--- config.mk ---
export PLATFORM = sky130hd
export DESIGN_NAME = tbb_extent
export DESIGN_NICKNAME = d
export VERILOG_FILES = /design/src/rtl/tbb_pkg.sv /design/src/rtl/tbb_extent.sv
export SDC_FILE = /design/constraint.sdc
export NUM_CORES = 1
export LEC_CHECK = 0
export BUFFER_PORTS_ARGS = -buffer_cell sky130_fd_sc_hd__buf_2
export CORE_UTILIZATION = 27
export DETAILED_ROUTE_END_ITERATION = 7
export GPL_TIMING_DRIVEN = 0
export PLACE_DENSITY = 0.44
export SETUP_SLACK_MARGIN = 0.2
export SYNTH_ARGS = -nofsm -noshare
export SYNTH_HDL_FRONTEND = slang
export SYNTH_SLANG_ARGS = --single-unit
--- constraint.sdc ---
create_clock -name i_clk -period 12 [get_ports i_clk]
set_input_delay 2.4 -clock i_clk [delete_from_list [all_inputs] [get_ports i_clk]]
set_output_delay 2.4 -clock i_clk [all_outputs]
set_load 0.01 [all_outputs]
--- src/rtl/tbb_pkg.sv ---
// ----------------------------------------------------------------------------
// tbb_pkg
// Shared types and constants for the transformed box bounds unit.
// ----------------------------------------------------------------------------
package tbb_pkg;

    localparam int unsigned COORD_W = 32;
    localparam int unsigned HALF_W  = 31;
    localparam int unsigned PROD_W  = 2 * COORD_W;
    localparam int unsigned FRAC_W  = 16;
    localparam int unsigned QPROD_W = PROD_W - FRAC_W;
    localparam int unsigned SUM_W   = QPROD_W + 2;
    localparam int unsigned CFG_IDX_W = 3;

    typedef enum logic [CFG_IDX_W-1:0] {
        CFG_MIN_X = 3'd0,
        CFG_MIN_Y = 3'd1,
        CFG_MIN_Z = 3'd2,
        CFG_MAX_X = 3'd3,
        CFG_MAX_Y = 3'd4,
        CFG_MAX_Z = 3'd5
    } t_cfg_idx;

    typedef struct packed {
        logic signed [COORD_W-1:0] mat_r0_c0;
        logic signed [COORD_W-1:0] mat_r0_c1;
        logic signed [COORD_W-1:0] mat_r0_c2;
        logic signed [COORD_W-1:0] mat_r0_c3;
        logic signed [COORD_W-1:0] mat_r1_c0;
        logic signed [COORD_W-1:0] mat_r1_c1;
        logic signed [COORD_W-1:0] mat_r1_c2;
        logic signed [COORD_W-1:0] mat_r1_c3;
        logic signed [COORD_W-1:0] mat_r2_c0;
        logic signed [COORD_W-1:0] mat_r2_c1;
        logic signed [COORD_W-1:0] mat_r2_c2;
        logic signed [COORD_W-1:0] mat_r2_c3;
    } t_mat_word;

    typedef struct packed {
        logic signed [COORD_W-1:0] world_min_x;
        logic signed [COORD_W-1:0] world_min_y;
        logic signed [COORD_W-1:0] world_min_z;
        logic signed [COORD_W-1:0] world_max_x;
        logic signed [COORD_W-1:0] world_max_y;
        logic signed [COORD_W-1:0] world_max_z;
        logic        [HALF_W-1:0]  half_x;
        logic        [HALF_W-1:0]  half_y;
        logic        [HALF_W-1:0]  half_z;
        logic signed [COORD_W-1:0] center_x;
        logic signed [COORD_W-1:0] center_y;
        logic signed [COORD_W-1:0] center_z;
    } t_bounds_word;

    // load enables of the three row stages
    typedef struct packed {
        logic mul;
        logic sel;
        logic sum;
    } t_row_en;

endpackage

--- src/rtl/tbb_extent.sv ---
// ----------------------------------------------------------------------------
// tbb_extent
// Output stage: half extents and centres from the world bounds.
// ----------------------------------------------------------------------------
module tbb_extent import tbb_pkg::*; (
    input  logic                      i_clk,
    input  logic                      i_en,
    input  logic signed [COORD_W-1:0] i_min [3],
    input  logic signed [COORD_W-1:0] i_max [3],
    output t_bounds_word              o_word
);

    logic signed [COORD_W:0]   n_diff [3];
    logic        [HALF_W-1:0]  n_half [3];
    logic signed [COORD_W-1:0] n_ctr  [3];
    t_bounds_word              r_word;

    // max is never below min, so the difference is non-negative
    always_comb begin
        for (int a = 0; a < 3; a++) begin
            n_diff[a] = (COORD_W+1)'(i_max[a]) - (COORD_W+1)'(i_min[a]);
            n_half[a] = n_diff[a][COORD_W-1:1];
            n_ctr[a]  = i_min[a] + $signed({1'b0, n_half[a]});
        end
    end

    always_ff @(posedge i_clk) begin
        if (i_en) begin
            r_word.world_min_x <= i_min[0];
            r_word.world_min_y <= i_min[1];
            r_word.world_min_z <= i_min[2];
            r_word.world_max_x <= i_max[0];
            r_word.world_max_y <= i_max[1];
            r_word.world_max_z <= i_max[2];
            r_word.half_x      <= n_half[0];
            r_word.half_y      <= n_half[1];
            r_word.half_z      <= n_half[2];
            r_word.center_x    <= n_ctr[0];
            r_word.center_y    <= n_ctr[1];
            r_word.center_z    <= n_ctr[2];
        end
    end

    assign o_word = r_word;

endmodule

* Yosys cells after proc, flatten, opt, wreduce, memory -nomap -nowiden *
Index checks and enable logic that the tools add are counted.

cells by class
  reduce and logical (&&, ||, !) cells = 0
  shifts and indexed selects = 0
  magnitude comparators = 0
  div/mod/pow operators = 0
  add/subtract/negate cells = 6
  eq/ne operators = 0
  multiplexer cells = 0
  bitwise logic cells = 0
  $mul = 0

operators by type and width
  operator          number
  $add A32 B32 Y32  3
  $sub A32 B32 Y32  3

word-level totals
  output and inout bits = 381
  memories kept = 0
  bits in writable memories = 0
  bits in latches = 0
  flip-flop bits (word level) = 381
  bits in read-only memories = 0

* Depth between registers and ports, before layout *
  word-level depth = 2
  depth in mapped cells = 21
  depth with buffers taken out = 19

* Worst setup path before layout *
No wires, ideal clock.

  path kind = input to register
  start = input port i_max[32] (netlist bit)
  end = register r_word (netlist bit o_word[59]), data pin
  data required time = 11.740 ns
  cell stages on the path = 19
  arrival = 6.234 ns
  setup time = 0.260 ns
  buffers on the path = 1
  slack = 5.506 ns
  cells stage by stage = nand2b_1 > fa_1 > a21o_1 > a311o_1 > a31oi_1 > o21ai_0 > o21a_1 > nor2_1 > xnor2_1 > ha_1 > clkbuf_1 > o211ai_1 > a21oi_1 > o21a_1 > a2bb2oi_1 > a21oi_1 > a221oi_1 > a21oi_1 > xnor2_1

RTL lines
  element          RTL line          RTL
  start, declared  tbb_extent.sv:9   input logic signed [COORD_W-1:0] i_max [3],
  end, declared    tbb_extent.sv:16  t_bounds_word r_word;

==> key figures <==
Floorplan
  – # rows: 102
  – Initial Util: 27.42%
  – # IOs: 575
  – Core Area: 77720 um^2
  – Die Y: 283.0 um
  – Die ar.: 80070 um^2
  – Chip width: 283.0 um

Yosys
  – Commonest cells post-synth: 381 x edfxtp_1, 183 x ha_1, 170 x a21oi_1
  – Yosys top cell area share: 53.68%
  – Top-count cell post-synth: edfxtp_1
  – Syn_nets: 2185
  – Post-Synthesis Cells: 1802
  – Area leader, netlist: edfxtp_1
  – Mapped Avg Cell Area: 11.83 um^2
  – Synth warnings: 0
  – Post-synth cell types: 78
  – Post-Syn Area: 21310 um^2
  – Flops & latches, synth: 381
  – Async set or reset register ratio after synthesis: 0%
  – Post-synth EDFFs: 381
  – Register area share after synthesis: 53.68%
  – Largest cells by area after synthesis: edfxtp_1 54%, ha_1 11%, xnor2_1 4.2%
  – Post-synth top flop: edfxtp_1

Timing
  – Achievable Freq: 136.2 MHz
  – # setup viols final: 0
  – Fin. Hold Viols: 0
  – RSZ-0062 raised after global routing: no
  – Rel. slew slack: 39.63%
  – Worst slew pin tran: 0.8995 ns
  – Final worst-path cycle share: 61.17%
  – Slew Limit Fails: 0
  – Setup_tns: 0 ns
  – Fin crit period: 7.340 ns

Flow run
  – Max_cap viols: 0

Global route
  – GR Util met3: 4.533%
  – GR peak layer: met2
  – GR Util met1: 20.11%
  – First-pass GRT wire length: 100.5 mm
  – Gr usage total: 16.11%
  – Grt total ovfl: 0
  – Pin count of the biggest net entering global routing: 123
  – Met2 usage in global routing: 27.14%
  – Initial antenna violation count: 1
  – Vias in the first global route: 16740

Pwr
  – Cell Int Power: 3167 uW
  – P_sw: 1612 uW
  – Combinational share of power: 32.3%
  – Power Density: 176.3 nW/um^2
  – Peak supply drop: 0.0001117 V
  – Clock power share: 29.5%
  – Sw frac: 33.73%
  – Seq pwr share: 38.2%
  – LEAKAGE: 0.01165 uW

Detailed routing
  – Vias/cell: 4.752
  – Drt first-iter violations: 899
  – DRC: 0
  – Routed WL: 66.76 mm
  – WL/cell: 19.05 um
  – Pre-antenna DRT Iters: 5
  – Vias: 16660
  – DRT antenna net count: 0

Layout
  – Final Util: 34.88%
  – Ant. Diodes: 0
  – Fill count: 7857
  – Largest register FFs: 381
  – Area growth syn-to-layout: 27.18%
  – Share of cells above drive strength 1: 27.59%
  – Fin nets: 2812

Setup path
  – Slowest-stage cell, CP: a2bb2oi_1
  – Worst-path maximum fanout: 8
  – Arr. time, crit path: 7.69 ns
  – CP peak stage delay: 0.50 ns
  – Worst Path Buf+Inv: 3
  – Startpoint class of the critical path: input pin
  – CP dominant cell by count: a21oi_1
  – CP cell instances: buf_2 > inv_1 > fa_1 > a21o_1 > a311o_1 > a31oi_1 > o21ai_0 > o21a_1 > nor2_1 > xnor2_1 > ha_1 > clkbuf_1 > o211ai_1 > a21oi_1 > o21a_1 > a2bb2oi_1 > a21oi_1 > a221oi_1 > a21oi_1 > xnor2_1
  – WS Path Type: in -> reg
  – Critical path's top delay family: compound AO/OA/AOI/OAI gates
  – Crit path required time: 12.35 ns
  – CP Capture Type: register

CTS
  – CTS HTree Levels: 2
  – CTS Hold Bufs: 0
  – CTS clk-pin slew, worst paths: 0.06 ns
  – TritonCTS sink count: 381
  – CTS tree: done
  – CTS Root Cell: clkbuf_16
  – Post-CTS Resized: 0
  – Maximum clock path buffer count: 3
  – Total CTS buffers: 48
  – Post-CTS setup buffer count: 0

Placed design
  – Port bufs: 574
  – RePlAce Congestion: 0.8546
  – Final HPWL DP: 53.36 mm

Min path
  – Min-delay worst type: in -> reg

Run status
  – Status: completed
area by class of cell:
| type | count | area, um^2 | share of cell area (%) |
|---|---|---|---|
| inverters | 141 | 529.3 | 1.952 |
| flip-flops and latches | 381 | 11440 | 42.21 |
| clock inverters | 35 | 314.1 | 1.159 |
| repair buffers | 577 | 2965 | 10.94 |
| plain buffers | 29 | 108.9 | 0.4016 |
| well taps | 1040 | 1301 | 4.800 |
| clock buffers | 51 | 1212 | 4.473 |
| multi-input cells | 1251 | 9235 | 34.07 |
path summary, 6_finish.rpt:
check	from	to	cells past startpoint
hold / removal	i_max[34]	o_word[223]	1
setup / recovery	i_min[33]	o_word[63]	20
per-stage QoR:
| stage | setup WS, ns | instance area, um^2 | hold slack, ns | total power [uW] | cells |
|---|---|---|---|---|---|
| after global routing | 4.198 | 27110 | 1.945 | 5058 | 3505 |
| after detailed placement | 4.100 | 25580 | 2.598 | 3406 | 3419 |
| final | 4.660 | 27110 | 1.990 | 4779 | 3505 |
| after floorplan | 5.506 | 21310 | 2.499 | 2798 | 1802 |
| after CTS | 4.729 | 27110 | 1.933 | 4853 | 3505 |
| after global placement | 2.553 | 25490 | 2.600 | 3411 | 3416 |
routing by layer:
metal	wire length (um)	part of all wire, %
met1	28790	43
met2	31490	47
met3	4911	7.4
met4	1558	2.3
met5	11	0.016
cell families (layout without fill, tap and decap cells):
family	count (synthesis)	count (layout)	share of synthesized area, %
compound gates	528	528	16.71
flops	381	381	53.68
buf+inv	170	833	2.994
simple gates	373	373	8.676
fa+ha+maj	189	189	11.31
mux	4	4	0.1879
xor+xnor	157	157	6.451
power by group through the flow:
stage	registers (uW)	clock network [uW]	logic, uW
2_1_floorplan	1970	0	827
3_3_place_gp	1870	0	1540
3_5_place_dp	1850	0	1550
4_1_cts	1830	1460	1560
5_1_grt	1850	1510	1700
6_report	1820	1410	1540
cell usage in the layout, fill, tap and decap left out, types with 12 or more instances in the layout:
master and instances:
a31oi_1 16, nand3_1 41, o21a_1 20, and3_1 14, a21o_1 76, o21ai_0 71
nand2_1 95, a211oi_1 17, edfxtp_1 381, clkbuf_16 48, nor3_1 19, xnor2_1 101
inv_1 141, nand4_1 17, nand2b_1 18, clkinv_1 12, nor2b_1 14, a21oi_1 170
buf_2 573, o21bai_1 23, xor2_1 56, clkbuf_1 32, ha_1 183, o211ai_1 20
nor2_1 100
(Power assumes the default switching activity.)
